<file path="src/sv/whcp_pkg.sv">
// whcp_pkg: types and constants shared by the wave header chunk parser
// no dependencies; imported by every module of the block

package whcp_pkg;

  localparam logic [31:0] TAG_RIFF      = 32'h4646_4952;
  localparam logic [31:0] TAG_WAVE      = 32'h4556_4157;
  localparam logic [31:0] TAG_FMT       = 32'h2074_6D66;
  localparam logic [31:0] TAG_DATA      = 32'h6174_6164;
  localparam logic [31:0] FMT_MIN_BYTES = 32'd16;
  localparam logic [31:0] POS_LIMIT     = 32'hFFFF_FFFF;
  localparam logic [31:0] FIELD_BYTES   = 32'd4;
  localparam int unsigned FMT_NUM_BYTES = 16;

  localparam logic [2:0] ST_OK       = 3'd0;
  localparam logic [2:0] ST_BADFORM  = 3'd1;
  localparam logic [2:0] ST_FMTSHORT = 3'd2;
  localparam logic [2:0] ST_SHORT    = 3'd3;
  localparam logic [2:0] ST_OVERFLOW = 3'd4;

  typedef enum logic [3:0] {
    PH_IDLE      = 4'd0,
    PH_RIFF_ID   = 4'd1,
    PH_RIFF_SIZE = 4'd2,
    PH_RIFF_FORM = 4'd3,
    PH_TAG       = 4'd4,
    PH_SIZE      = 4'd5,
    PH_FMT_BODY  = 4'd6,
    PH_SKIP      = 4'd7,
    PH_DONE      = 4'd8
  } phase_e;

  typedef struct packed {
    logic [7:0] data_byte;
    logic       first_byte;
    logic       last_byte;
  } whcp_in_t;

  typedef struct packed {
    logic [2:0]  status;
    logic [15:0] format_tag;
    logic [15:0] channel_count;
    logic [31:0] sample_rate;
    logic [31:0] byte_rate;
    logic [15:0] block_align;
    logic [15:0] bits_per_sample;
    logic [31:0] data_size;
    logic [31:0] data_offset;
  } whcp_out_t;

  // handshake between the parse stage and the result register
  typedef struct packed {
    logic res_vld;
    logic advance;
  } whcp_ctl_t;

endpackage

</file>
<file path="src/sv/whcp_in_reg.sv">
// whcp_in_reg: input register holding one byte beat in front of the parser
// depends on whcp_pkg

module whcp_in_reg import whcp_pkg::*; (
  input  logic     clk_i,
  input  logic     rst_ni,
  input  logic     in_valid_i,
  input  whcp_in_t in_data_i,
  input  logic     blocked_i,
  output logic     in_stall_o,
  output logic     item_vld_o,
  output whcp_in_t item_o
);

  logic     vld_q, vld_d;
  whcp_in_t item_q;
  logic     take;
  logic     drain;

  assign in_stall_o = vld_q && blocked_i;
  assign take       = in_valid_i && !in_stall_o;
  assign drain      = vld_q && !blocked_i;

  always_comb begin
    vld_d = vld_q;
    if (take) begin
      vld_d = 1'b1;
    end else if (drain) begin
      vld_d = 1'b0;
    end
  end

  always_ff @(posedge clk_i or negedge rst_ni) begin
    if (!rst_ni) begin
      vld_q <= 1'b0;
    end else begin
      vld_q <= vld_d;
    end
  end

  always_ff @(posedge clk_i) begin
    if (take) begin
      item_q <= in_data_i;
    end
  end

  assign item_vld_o = vld_q;
  assign item_o     = item_q;

endmodule

</file>
<file path="src/sv/whcp_parse.sv">
// whcp_parse: parse state machine, position and field counters, format capture
// depends on whcp_pkg; fed by whcp_in_reg, feeds whcp_out_reg

module whcp_parse import whcp_pkg::*; (
  input  logic      clk_i,
  input  logic      rst_ni,
  input  logic      cfg_we_i,
  input  logic      cfg_wdata_i,
  input  logic      item_vld_i,
  input  whcp_in_t  item_i,
  input  logic      advance_i,
  output logic      res_vld_o,
  output whcp_out_t res_o
);

  phase_e      phase_q, phase_d, phase_e_w;
  logic [31:0] pos_q, pos_d, pos_e, pos_n;
  logic [31:0] shift_q, shift_d, shift_e, shift_n;
  logic [31:0] left_q, left_d, left_e, left_dec;
  logic [31:0] chunk_q, chunk_d, chunk_e;
  logic [31:0] tag_q, tag_d, tag_e;
  logic        seek_q, seek_d, seek_e;
  logic        locate_q;
  logic [7:0]  fmt_q [FMT_NUM_BYTES];
  logic [7:0]  fmt_d [FMT_NUM_BYTES];

  logic        first, last, cnt_done;
  logic [31:0] rest, skip_len;
  logic [32:0] skip_end;
  logic        skip_ovf;
  logic [3:0]  fmt_idx;
  logic        fmt_we;
  logic        fin;
  logic [2:0]  fin_st;
  logic [31:0] dsize, doff;

  assign first = item_i.first_byte;
  assign last  = item_i.last_byte;

  // a first byte restarts the file before the byte itself is parsed
  always_comb begin
    phase_e_w = first ? PH_RIFF_ID : phase_q;
    pos_e     = first ? '0 : pos_q;
    shift_e   = first ? '0 : shift_q;
    left_e    = first ? FIELD_BYTES : left_q;
    chunk_e   = first ? '0 : chunk_q;
    tag_e     = first ? '0 : tag_q;
    seek_e    = first ? 1'b0 : seek_q;
  end

  always_comb begin
    pos_n    = pos_e + 32'd1;
    shift_n  = {item_i.data_byte, shift_e[31:8]};
    left_dec = (left_e != '0) ? left_e - 32'd1 : '0;
    cnt_done = (left_dec == '0);
    rest     = chunk_e - FMT_MIN_BYTES;
    skip_len = (phase_e_w == PH_SIZE) ? shift_n : rest;
    skip_end = {1'b0, pos_n} + {1'b0, skip_len};
    skip_ovf = (skip_end >= {1'b0, POS_LIMIT});
    fmt_idx  = 4'd0 - left_e[3:0];
  end

  // next state
  always_comb begin
    phase_d = phase_e_w;
    left_d  = left_e;
    pos_d   = pos_e;
    shift_d = shift_e;
    chunk_d = chunk_e;
    tag_d   = tag_e;
    seek_d  = seek_e;
    fin     = 1'b0;
    fin_st  = ST_OK;
    dsize   = '0;
    doff    = '0;
    fmt_we  = 1'b0;
    if (item_vld_i && phase_e_w != PH_IDLE && phase_e_w != PH_DONE) begin
      if (pos_e == POS_LIMIT) begin
        fin    = 1'b1;
        fin_st = ST_OVERFLOW;
      end else begin
        pos_d   = pos_n;
        shift_d = shift_n;
        left_d  = left_dec;
        unique case (phase_e_w)
          PH_RIFF_ID, PH_TAG: begin
            if (cnt_done) begin
              tag_d   = shift_n;
              phase_d = (phase_e_w == PH_TAG) ? PH_SIZE : PH_RIFF_SIZE;
              left_d  = FIELD_BYTES;
            end
          end
          PH_RIFF_SIZE: begin
            if (cnt_done) begin
              phase_d = PH_RIFF_FORM;
              left_d  = FIELD_BYTES;
            end
          end
          PH_RIFF_FORM: begin
            if (cnt_done) begin
              if (tag_e != TAG_RIFF || shift_n != TAG_WAVE) begin
                fin    = 1'b1;
                fin_st = ST_BADFORM;
              end else begin
                phase_d = PH_TAG;
                left_d  = FIELD_BYTES;
              end
            end
          end
          PH_SIZE: begin
            if (cnt_done) begin
              chunk_d = shift_n;
              if (tag_e == (seek_e ? TAG_DATA : TAG_FMT)) begin
                if (pos_n == POS_LIMIT) begin
                  fin    = 1'b1;
                  fin_st = ST_OVERFLOW;
                end else if (seek_e) begin
                  fin   = 1'b1;
                  dsize = shift_n;
                  doff  = pos_n;
                end else if (shift_n < FMT_MIN_BYTES) begin
                  fin    = 1'b1;
                  fin_st = ST_FMTSHORT;
                end else begin
                  phase_d = PH_FMT_BODY;
                  left_d  = FMT_MIN_BYTES;
                end
              end else if (skip_ovf) begin
                fin    = 1'b1;
                fin_st = ST_OVERFLOW;
              end else if (shift_n == '0) begin
                phase_d = PH_TAG;
                left_d  = FIELD_BYTES;
              end else begin
                phase_d = PH_SKIP;
                left_d  = shift_n;
              end
            end
          end
          PH_FMT_BODY: begin
            fmt_we = 1'b1;
            if (cnt_done) begin
              if (skip_ovf) begin
                fin    = 1'b1;
                fin_st = ST_OVERFLOW;
              end else if (!locate_q) begin
                fin = 1'b1;
              end else begin
                seek_d = 1'b1;
                if (rest == '0) begin
                  phase_d = PH_TAG;
                  left_d  = FIELD_BYTES;
                end else begin
                  phase_d = PH_SKIP;
                  left_d  = rest;
                end
              end
            end
          end
          PH_SKIP: begin
            if (cnt_done) begin
              phase_d = PH_TAG;
              left_d  = FIELD_BYTES;
            end
          end
          default: ;
        endcase
      end
      // end of file with the parse still open
      if (!fin && last) begin
        fin    = 1'b1;
        fin_st = ST_SHORT;
      end
      if (fin) begin
        phase_d = PH_DONE;
        left_d  = '0;
      end
    end
  end

  // format bytes with the current byte forwarded for the final beat
  always_comb begin
    for (int i = 0; i < FMT_NUM_BYTES; i++) begin
      fmt_d[i] = fmt_q[i];
    end
    if (fmt_we) begin
      fmt_d[fmt_idx] = item_i.data_byte;
    end
  end

  // outputs
  always_comb begin
    res_vld_o = fin;
    res_o     = '0;
    res_o.status = fin_st;
    if (fin_st == ST_OK) begin
      res_o.format_tag      = {fmt_d[1], fmt_d[0]};
      res_o.channel_count   = {fmt_d[3], fmt_d[2]};
      res_o.sample_rate     = {fmt_d[7], fmt_d[6], fmt_d[5], fmt_d[4]};
      res_o.byte_rate       = {fmt_d[11], fmt_d[10], fmt_d[9], fmt_d[8]};
      res_o.block_align     = {fmt_d[13], fmt_d[12]};
      res_o.bits_per_sample = {fmt_d[15], fmt_d[14]};
      res_o.data_size       = dsize;
      res_o.data_offset     = doff;
    end
  end

  always_ff @(posedge clk_i or negedge rst_ni) begin
    if (!rst_ni) begin
      phase_q  <= PH_IDLE;
      pos_q    <= '0;
      shift_q  <= '0;
      left_q   <= '0;
      chunk_q  <= '0;
      tag_q    <= '0;
      seek_q   <= 1'b0;
      locate_q <= 1'b1;
    end else begin
      if (advance_i) begin
        phase_q <= phase_d;
        pos_q   <= pos_d;
        shift_q <= shift_d;
        left_q  <= left_d;
        chunk_q <= chunk_d;
        tag_q   <= tag_d;
        seek_q  <= seek_d;
      end
      if (cfg_we_i) begin
        locate_q <= cfg_wdata_i;
      end
    end
  end

  always_ff @(posedge clk_i) begin
    if (advance_i && fmt_we) begin
      fmt_q[fmt_idx] <= item_i.data_byte;
    end
  end

endmodule

</file>
<file path="src/sv/whcp_out_reg.sv">
// whcp_out_reg: result register between the parser and the output channel
// depends on whcp_pkg

module whcp_out_reg import whcp_pkg::*; (
  input  logic      clk_i,
  input  logic      rst_ni,
  input  whcp_ctl_t ctl_i,
  input  whcp_out_t res_i,
  input  logic      out_stall_i,
  output logic      blocked_o,
  output logic      out_valid_o,
  output whcp_out_t out_data_o
);

  logic      vld_q, vld_d;
  whcp_out_t data_q;
  logic      load;

  // a result beat can only enter when the register is free or draining
  assign blocked_o = ctl_i.res_vld && vld_q && out_stall_i;
  assign load      = ctl_i.res_vld && ctl_i.advance;

  always_comb begin
    vld_d = vld_q && out_stall_i;
    if (load) begin
      vld_d = 1'b1;
    end
  end

  always_ff @(posedge clk_i or negedge rst_ni) begin
    if (!rst_ni) begin
      vld_q <= 1'b0;
    end else begin
      vld_q <= vld_d;
    end
  end

  always_ff @(posedge clk_i) begin
    if (load) begin
      data_q <= res_i;
    end
  end

  assign out_valid_o = vld_q;
  assign out_data_o  = data_q;

endmodule

</file>
<file path="src/sv/wave_header_chunk_parser_top.sv">
// wave_header_chunk_parser_top: RIFF/WAVE header parser, one file byte per beat
// depends on whcp_pkg, whcp_in_reg, whcp_parse, whcp_out_reg
//
//   channel  direction  handshake               payload
//   in       input      in_valid_i / in_stall_o  whcp_in_t  (one file byte)
//   out      output     out_valid_o / out_stall_i whcp_out_t (one per file)
//   cfg      input      cfg_we_i                cfg_wdata_i (locate_data_chunk)
//
// one byte per cycle sustained unless a result waits on a stalled output; a byte's
// result passes the input register, single-pass parse logic and result register
// the parse stage holds only while a finished result waits on a stalled output
// reset clears the parse state, position and handshake registers and sets
// locate_data_chunk to 1; the format byte store is written before it is read

module wave_header_chunk_parser_top import whcp_pkg::*; (
  input  logic      clk_i,
  input  logic      rst_ni,
  input  logic      in_valid_i,
  output logic      in_stall_o,
  input  whcp_in_t  in_data_i,
  output logic      out_valid_o,
  input  logic      out_stall_i,
  output whcp_out_t out_data_o,
  input  logic      cfg_we_i,
  input  logic      cfg_wdata_i
);

  logic      item_vld;
  whcp_in_t  item;
  logic      blocked;
  logic      res_vld;
  whcp_ctl_t ctl;
  whcp_out_t res;

  assign ctl = '{res_vld: res_vld, advance: item_vld && !blocked};

  whcp_in_reg u_in_reg (
    .clk_i      (clk_i),
    .rst_ni     (rst_ni),
    .in_valid_i (in_valid_i),
    .in_data_i  (in_data_i),
    .blocked_i  (blocked),
    .in_stall_o (in_stall_o),
    .item_vld_o (item_vld),
    .item_o     (item)
  );

  whcp_parse u_parse (
    .clk_i       (clk_i),
    .rst_ni      (rst_ni),
    .cfg_we_i    (cfg_we_i),
    .cfg_wdata_i (cfg_wdata_i),
    .item_vld_i  (item_vld),
    .item_i      (item),
    .advance_i   (ctl.advance),
    .res_vld_o   (res_vld),
    .res_o       (res)
  );

  whcp_out_reg u_out_reg (
    .clk_i       (clk_i),
    .rst_ni      (rst_ni),
    .ctl_i       (ctl),
    .res_i       (res),
    .out_stall_i (out_stall_i),
    .blocked_o   (blocked),
    .out_valid_o (out_valid_o),
    .out_data_o  (out_data_o)
  );

endmodule

</file>
<file path="config.mk">
export PLATFORM = sky130hd
export DESIGN_NAME = wave_header_chunk_parser_top
export DESIGN_NICKNAME = d
export VERILOG_FILES = /design/src/sv/whcp_pkg.sv /design/src/sv/whcp_in_reg.sv /design/src/sv/whcp_parse.sv /design/src/sv/whcp_out_reg.sv /design/src/sv/wave_header_chunk_parser_top.sv
export SDC_FILE = /design/constraint.sdc
export NUM_CORES = 1
export LEC_CHECK = 0
export BUFFER_PORTS_ARGS = -buffer_cell sky130_fd_sc_hd__clkbuf_2
export CAP_MARGIN = 5
export CORE_AREA = 8 8 228 230
export DETAILED_ROUTE_END_ITERATION = 8
export DIE_AREA = 0 0 236 238
export HOLD_SLACK_MARGIN = 0.15
export PLACE_DENSITY = 0.77
export SLEW_MARGIN = 25
export SYNTH_ARGS = -nofsm -noshare
export SYNTH_HDL_FRONTEND = slang
export SYNTH_SLANG_ARGS = --single-unit
</file>
<file path="constraint.sdc">
create_clock -name clk_i -period 16.4 [get_ports clk_i]
set_clock_uncertainty 0.05 [all_clocks]
set_input_delay 0.82 -clock clk_i [delete_from_list [all_inputs] [get_ports clk_i]]
set_output_delay 0.82 -clock clk_i [all_outputs]
set_load 0.005 [all_outputs]
</file>
* After elaboration in Yosys (flattened, before gate mapping)
Memory sizes are Yosys's and may differ from the RTL's.
Index checks and enable logic that the tools add are counted.
** Operators by class
- $add $sub $neg :: 5
- $lt $le $gt $ge :: 4
- Eq/ne operators :: 13
- Multiplexer cells :: 109
- Bitwise logic cells :: 7
- Reductions and logical operators :: 26
** Operators by type and width (count)
- $mux W32 :: 36
- $bwmux W128 :: 1
- $mux W128 :: 1
- $pmux W32 S4 :: 1
- $logic_not A32 Y1 :: 3
- $mux W4 :: 18
- $eq A32 B32 Y1 const B :: 2
- $ne A32 B31 Y1 const B :: 2
- $add A32 B32 Y33 :: 1
- $ge A33 B32 Y1 const B :: 1
- $mux W3 :: 11
- $add A32 B1 Y32 const B :: 1
- $demux W8 S4 :: 1
- $eq A32 B32 Y1 :: 1
- $lt A32 B5 Y1 const B :: 1
- $mux W1 :: 32
- $reduce_bool A32 Y1 :: 1
- $sub A32 B1 Y32 const B :: 1
- $sub A32 B5 Y32 const B :: 1
- $mux W31 :: 1
- $pmux W4 S6 :: 1
- $eq A4 B3 Y1 const B :: 4
- $logic_and A1 B1 Y1 :: 12
- $pmux W3 S3 :: 1
- other kinds (19) :: 29
** Word-level totals
- Register bits after elaboration :: 373
- Memory bits (writable) :: 128
- Input bits :: 16
- Output and inout bits :: 197
- Logic and storage cells :: 187
- Memories kept :: 1
** Memory list
- u_parse.fmt_q :: depth 16, bits a word 8, read ports 16, clocked after Yosys merged registers in 0, write ports 1, line whcp_parse.sv:24 : logic [7:0] fmt_q [FMT_NUM_BYTES];

* Longest topological paths before layout
- Depth after elaboration :: 23
- Depth in mapped cells :: 36
- Gate-level depth less buffers :: 23

* Hierarchy
A second synthesis with hierarchy kept.
** Second synthesis, totals
- Cells, all modules :: 2654
- Area total of the unflattened synthesis :: 27028.4 sq um
** Modules (own cells, without submodules)
- whcp_parse :: times used 1, cells an instance 2440, area an instance 20759.9 sq um, seq. area each 7798.7 sq um
- whcp_out_reg :: times used 1, cells an instance 199, area an instance 5904.4 sq um, seq. area each 5880.6 sq um
- whcp_in_reg :: times used 1, cells an instance 14, area an instance 350.3 sq um, seq. area each 325.3 sq um
- wave_header_chunk_parser_top :: times used 1, cells an instance 1, area an instance 13.8 sq um, seq. area each 0.0 sq um

* Worst setup path after synthesis
No wires, ideal clock.
- Kind :: flip-flop to flip-flop
- Start point :: reg u_in_reg.item_q, in the netlist u_in_reg.item_o[1]
- End point :: reg u_out_reg.data_q, in the netlist u_out_reg.out_data_o[0] (enable)
- Setup time :: 754 ps
- Data arrival time :: 14977 ps
- Data required time :: 15596 ps
- Setup slack :: 619 ps
- Cell stages (with the launch flop) :: 30
- Buffers on the path :: 11
- Period minus slack after synthesis :: 15781 ps
- Cells stage by stage :: edfxtp_1 -> buf_2 -> clkinv_1 -> buf_2 -> buf_1 -> clkbuf_1 -> clkbuf_1 -> clkbuf_1 -> clkbuf_1 -> buf_1 -> clkbuf_1 -> nand2_1 -> ha_1 -> clkbuf_1 -> a32o_1 -> nand2_1 -> o21ai_0 -> ha_1 -> and3_1 -> nand2_1 -> a2111o_1 -> a2111oi_0 -> nor3_1 -> or4_1 -> nor4_1 -> o211a_1 -> buf_2 -> o21ai_4 -> nand2b_1 -> nor2_1
** Between the ends
- Longest elaborated chain between the ends :: 21
- Elaborated cells between the ends (all ways) :: 54
- Those cells by class :: add/sub: 4; order compare: 2; eq/ne: 9; mux: 26; reduce/logical: 13
** Ends and longest elaborated chain
- from (decl) :: line whcp_in_reg.sv:16 : whcp_in_t item_q;
- from (signal assigned) :: line whcp_in_reg.sv:43 : item_q <= in_data_i;
- $mux W32 or $mux W4 (tied branches) :: line whcp_parse.sv:46, whcp_parse.sv:42
- $sub A32 B5 Y32 or $eq A4 B3 Y1 (tied branches) :: line whcp_parse.sv:56, whcp_parse.sv:57, whcp_parse.sv:85
- $mux W32 :: line whcp_parse.sv:57 : skip_len = (phase_e_w == PH_SIZE) ? shift_n : rest;
- $add A32 B32 Y33 :: line whcp_parse.sv:58 : skip_end = {1'b0, pos_n} + {1'b0, skip_len};
- $ge A33 B32 Y1 :: line whcp_parse.sv:59 : skip_ovf = (skip_end >= {1'b0, POS_LIMIT});
- $mux W1 :: line whcp_parse.sv:128 : end else if (skip_ovf) begin
- $mux W1 :: line whcp_parse.sv:113 : if (tag_e == (seek_e ? TAG_DATA : TAG_FMT)) begin
- $mux W1 :: line whcp_parse.sv:111 : if (cnt_done) begin
- (+5 left out)
- $mux W1 :: line whcp_parse.sv:170 : if (!fin && last) begin
- $mux W1 :: line whcp_parse.sv:77 : if (item_vld_i && phase_e_w != PH_IDLE && phase_e_w != PH_DONE) begin
- $mux W1 (*) :: line whcp_parse.sv:77
- $logic_and A1 B1 Y1 (2 in series) :: line whcp_out_reg.sv:20 : assign blocked_o = ctl_i.res_vld && vld_q && out_stall_i;
- $logic_not A1 Y1 :: line wave_header_chunk_parser_top.sv:35 : assign ctl = '{res_vld: res_vld, advance: item_vld && !blocked};
- $logic_and A1 B1 Y1 :: line wave_header_chunk_parser_top.sv:35
- $logic_and A1 B1 Y1 (*) :: line whcp_out_reg.sv:21 : assign load = ctl_i.res_vld && ctl_i.advance;
- named net u_out_reg.load :: line whcp_out_reg.sv:17 : logic load;
- to (signal assigned) :: line whcp_out_reg.sv:40 : data_q <= res_i;
- to (decl) :: line whcp_out_reg.sv:16 : whcp_out_t data_q;
The timed path passes the listed nets; every way through them passes the cells marked *. The select of a mux whose other input is x is not followed.
A chain may end at the register's enable or synchronous reset.

* Worst setup path after layout
- Start point :: reg u_in_reg.item_q, in the netlist u_in_reg.item_o[1]
- End point :: reg u_parse.tag_q[6]
** Between the ends
- Elaborated cells between the ends (all ways) :: 60
- Those cells by class :: add/sub: 4; order compare: 2; eq/ne: 11; mux: 30; reduce/logical: 13
** RTL lines
- $mux W32 (*) :: line whcp_parse.sv:43 : pos_e = first ? '0 : pos_q;
- $add A32 B1 Y32 (*) :: line whcp_parse.sv:52 : pos_n = pos_e + 32'd1;
- named net u_parse.pos_n[12] :: line whcp_parse.sv:17 : logic [31:0] pos_q, pos_d, pos_e, pos_n;
- $add A32 B32 Y33 :: line whcp_parse.sv:58
- $ge A33 B32 Y1 :: line whcp_parse.sv:59
- $mux W1 :: line whcp_parse.sv:128
- $mux W1 :: line whcp_parse.sv:113
- $mux W1 :: line whcp_parse.sv:111
- (+2 left out)
- $mux W1 (*) :: line whcp_parse.sv:77
- $logic_not A1 Y1 :: line whcp_parse.sv:170
- $logic_and A1 B1 Y1 :: line whcp_parse.sv:170
- $mux W1 (*) :: line whcp_parse.sv:170
- $mux W1 (*) (2 in series) :: line whcp_parse.sv:77
- $logic_and A1 B1 Y1 (*) (2 in series) :: line whcp_out_reg.sv:20
- $logic_not A1 Y1 (*) :: line wave_header_chunk_parser_top.sv:35
- $logic_and A1 B1 Y1 (*) :: line wave_header_chunk_parser_top.sv:35
- to (signal assigned) :: line whcp_parse.sv:225 : tag_q <= tag_d;
- to (decl) :: line whcp_parse.sv:21 : logic [31:0] tag_q, tag_d, tag_e;
Marked as above.

==> results.json <==
{
  "crit_buf_inv": 2,
  "grt_pass1_wl_um": 136000,
  "hold_viol": 0,
  "synth-seq-area-share_pct": 53.1,
  "setup_viol": 0,
  "final_nets": 2844,
  "cp_cell_sequence": "buf_4, nor2_1, ha_1, nand4_1, or3_1, a21oi_1, ha_1, and3_1, nand2_1, a2111o_1, a2111oi_1, nor3_1, or4_1, nor4_1, o211a_1, o21ai_4, o21ai_4, buf_4, a21o_1, a22o_1",
  "slew_viol_final": 0,
  "synth_edf_count": 333,
  "internal-power_uw": 2400,
  "cp.required_ps": 16880,
  "worstPathMaxFanout": 71,
  "antenna_found_initial": 0,
  "start_util_pct": 54.5,
  "p_leak_uw": 0.0119,
  "grt_setup_unrepaired": "no",
  "die_w_um": 236,
  "cellPowerDensity_nw_per_um2": 125,
  "reg2regPathDepth": 20,
  "finalSetupTns_ps": 0,
  "slew_headroom_pct": 25.9,
  "async_reset_ff_share_pct": 32.5,
  "p_total_uw": 3700,
  "syn-instance-count": 2652,
  "cts.sinks": 493,
  "critPathCaptureType": "register",
  "cts-buffers-inserted": 50,
  "dieArea_um2": 56200,
  "clkSlewWorstSetupHoldPaths_ps": 60,
  "first_pass_iters": 6,
  "cp_top_family": "compound AO/OA/AOI/OAI gates",
  "grt_remaining_overflow": 0,
  "clock.fmax_mhz": 107,
  "ys_types": 94,
  "fin_crit_sh_pct": 56.8,
  "p_sw_uw": 1300,
  "worstPathArrival_ps": 9800,
  "via_per_inst": 6.72,
  "dieHeight_um": 238,
  "cts_tree": "built",
  "fillCellCount": 3959,
  "post-route-min-period_ps": 9320,
  "avgRoutedWirePerCell_um": 26.1,
  "fp-row-count": 81,
  "drc": 0,
  "cts-root-buf": "clkbuf_16",
  "outcome": "completed",
  "synth_warnings": 0,
  "power.share.sequential_pct": 43.1,
  "synth.avg_cell_area_um2": 9.94,
  "io_buffer_count": 212,
  "ys_ff_latch": 493,
  "num_io_pins": 213,
  "detail-route-antenna-nets": 0,
  "track_usage_pct": 31.0,
  "cts_resized": 0,
  "clkLatencyLatePin_ps": 620,
  "clock_path_buffers": 3,
  "grt_start_max_net_pins": 155,
  "switching_share_pct": 35.2,
  "slowest_delay_ps": 790,
  "htree_levels": 2,
  "startpoint_type": "register",
  "synth_area_um2": 26400,
  "synth_nets": 2709,
  "p_clk_share_pct": 30.4,
  "drive_above_1_share_pct": 15.0,
  "drtIter0Drc": 3232,
  "cp_slowest_cell": "a21o_1",
  "area_growth_pct": 12.3,
  "whs_path_depth": 1,
  "worstMarginPinSlew_ps": 1110,
  "criticalPathCategory": "register to register",
  "gp_congestion": 0.998,
  "core_um2": 48300,
  "irDropWorstVdd_uv": 78.4,
  "vias": 23170,
  "wl_um": 90100,
  "pwr-share-comb_pct": 26.5,
  "hold_path.class": "input port to register",
  "crit_cells": 20,
  "ys.flop_type": "edfxtp_1",
  "dp_hpwl_um": 62500,
  "grt_pass1_vias": 21972,
  "maxCapViolCount": 0
}
==> sequential cells by signal, indices dropped and copies added, names as in the netlist <==
signal,flops
u_parse.pos_q,32
u_parse.shift_q,24
u_parse.left_q,32
u_parse.chunk_q,32
u_parse.phase_q,4
u_out_reg.out_valid_o,1
u_out_reg.out_data_o,195
u_parse.locate_q,1
u_parse.fmt_q,128
u_parse.tag_q,32
u_in_reg.item_vld_o,1
u_parse.seek_q,1
u_in_reg.item_o,10
==> timing repair <==
action                    in CTS  in global routing
hold buffers                   1                  0
setup buffers                  0                  0
hold endpoints to repair      46                  0
==> per-layer routing <==
metal,vias to the layer above,wire [µm],global-route usage [%]
met1,11099,33500,38.5
li1,10196,-,-
met2,1517,41500,50.0
met5,-,0,0
met4,0,6490,19.6
met3,358,8670,5.81
==> layout make-up <==
| type | instances | area (µm²) | share of cell area (%) |
|---|---|---|---|
| clock inverters | 23 | 240 | 0.811 |
| diodes | 1 | 2.50 | 0.00845 |
| well taps | 622 | 778 | 2.63 |
| inverters | 55 | 206 | 0.697 |
| repair buffers | 266 | 1490 | 5.04 |
| clock buffers | 68 | 1370 | 4.62 |
| multi-input cells | 1921 | 11500 | 38.9 |
| flip-flops and latches | 493 | 14000 | 47.3 |
==> cell usage after synthesis, types with 9 or more instances <==
library cell / count / share of area [%]
a2111oi_0: 10 / 0.33
a211oi_1: 18 / 0.51
a21o_1: 21 / 0.60
a21oi_1: 215 / 4.1
a221oi_1: 16 / 0.53
a22o_1: 65 / 2.2
a31oi_1: 18 / 0.43
and2_1: 37 / 0.88
and3_1: 24 / 0.57
and4_1: 12 / 0.40
buf_1: 11 / 0.16
buf_2: 36 / 0.68
clkbuf_1: 135 / 1.9
dfrtp_1: 159 / 15
edfxtp_1: 333 / 38
ha_1: 40 / 1.9
inv_1: 53 / 0.75
mux2_2: 27 / 1.2
mux2i_1: 21 / 0.80
nand2_1: 405 / 5.8
nand2b_1: 9 / 0.21
nand3_1: 130 / 2.5
nand4_1: 38 / 0.90
nand4b_1: 15 / 0.50
nor2_1: 177 / 2.5
nor2b_1: 33 / 0.78
nor3_1: 76 / 1.4
nor4_1: 43 / 1.0
o211ai_1: 16 / 0.46
o21a_1: 10 / 0.28
o21ai_0: 129 / 2.4
o22ai_1: 10 / 0.24
o311ai_0: 10 / 0.33
o31ai_1: 20 / 0.57
or2_2: 18 / 0.43
or3_1: 24 / 0.57
or4_1: 24 / 0.68
xnor2_1: 33 / 1.1
xor2_1: 9 / 0.30
==> power groups by stage <==
stage / clock network [µW] / logic, µW / registers (µW)
global placement: 0 / 929 / 1600
finish: 1130 / 978 / 1590
global route: 1180 / 1040 / 1600
CTS: 1140 / 950 / 1580
floorplan: 0 / 645 / 1560
detailed placement: 0 / 946 / 1610
==> placed cells by master, fill, tap and decap left out, types with 10 or more instances in the layout <==
master and count:
edfxtp_1 333, or2_2 18, and4_1 12, nor2b_1 33, a21oi_1 215, o21a_1 10
and2_1 37, nand4b_1 15, clkbuf_1 13, nor4_1 42, or3_1 24, a21o_1 21
or4_1 24, a22o_1 65, o21ai_0 129, nor2_1 176, nand2_1 405, clkbuf_16 50
a211oi_1 18, buf_4 51, clkbuf_2 211, xnor2_1 33, inv_1 53, dfrtp_1 159
nand3_1 130, and3_1 24, o211ai_1 16, a221oi_1 16, o22ai_1 10, nor3_1 67
o31ai_1 20, o311ai_0 10, nand4_1 38, a31oi_1 18, mux2i_1 21, ha_1 40
mux2_2 27
==> through the flow <==
step / setup slack, ps / cells / instance area (µm²) / util, % / hold slack, ps
CTS: 7160 / 3448 / 29600 / 61.2 / 309
finish: 7080 / 3449 / 29600 / 61.2 / 328
detailed placement: 7230 / 3356 / 27900 / 57.8 / 437
floorplan: 619 / 2652 / 26400 / - / 414
global placement: 7540 / 3356 / 27900 / 57.8 / 426
global route: 6580 / 3448 / 29600 / 61.2 / 315
==> cells by family after synthesis <==
family          synth area share [%]
compound gates                  16.9
xor+xnor                        1.40
fa+ha+maj                       1.97
buf+inv                         3.59
flops                           53.1
mux                             2.04
simple gates                    20.9
==> worst paths after layout <==
kind	startpoint	end	slack, ps
max	u_in_reg.item_o[1]	u_parse.tag_q[6]	7080
min	in_data_i[7]	u_in_reg.item_o[7]	330
max reg2reg	u_in_reg.item_o[1]	u_parse.tag_q[6]	7080
min reg2reg	u_parse.tag_q[9]	u_parse.tag_q[9]	450
max in group asynchronous	rst_ni	u_parse.tag_q[15]	13680
min in group asynchronous	rst_ni	u_parse.pos_q[17]	660
(Power assumes the default switching activity.)
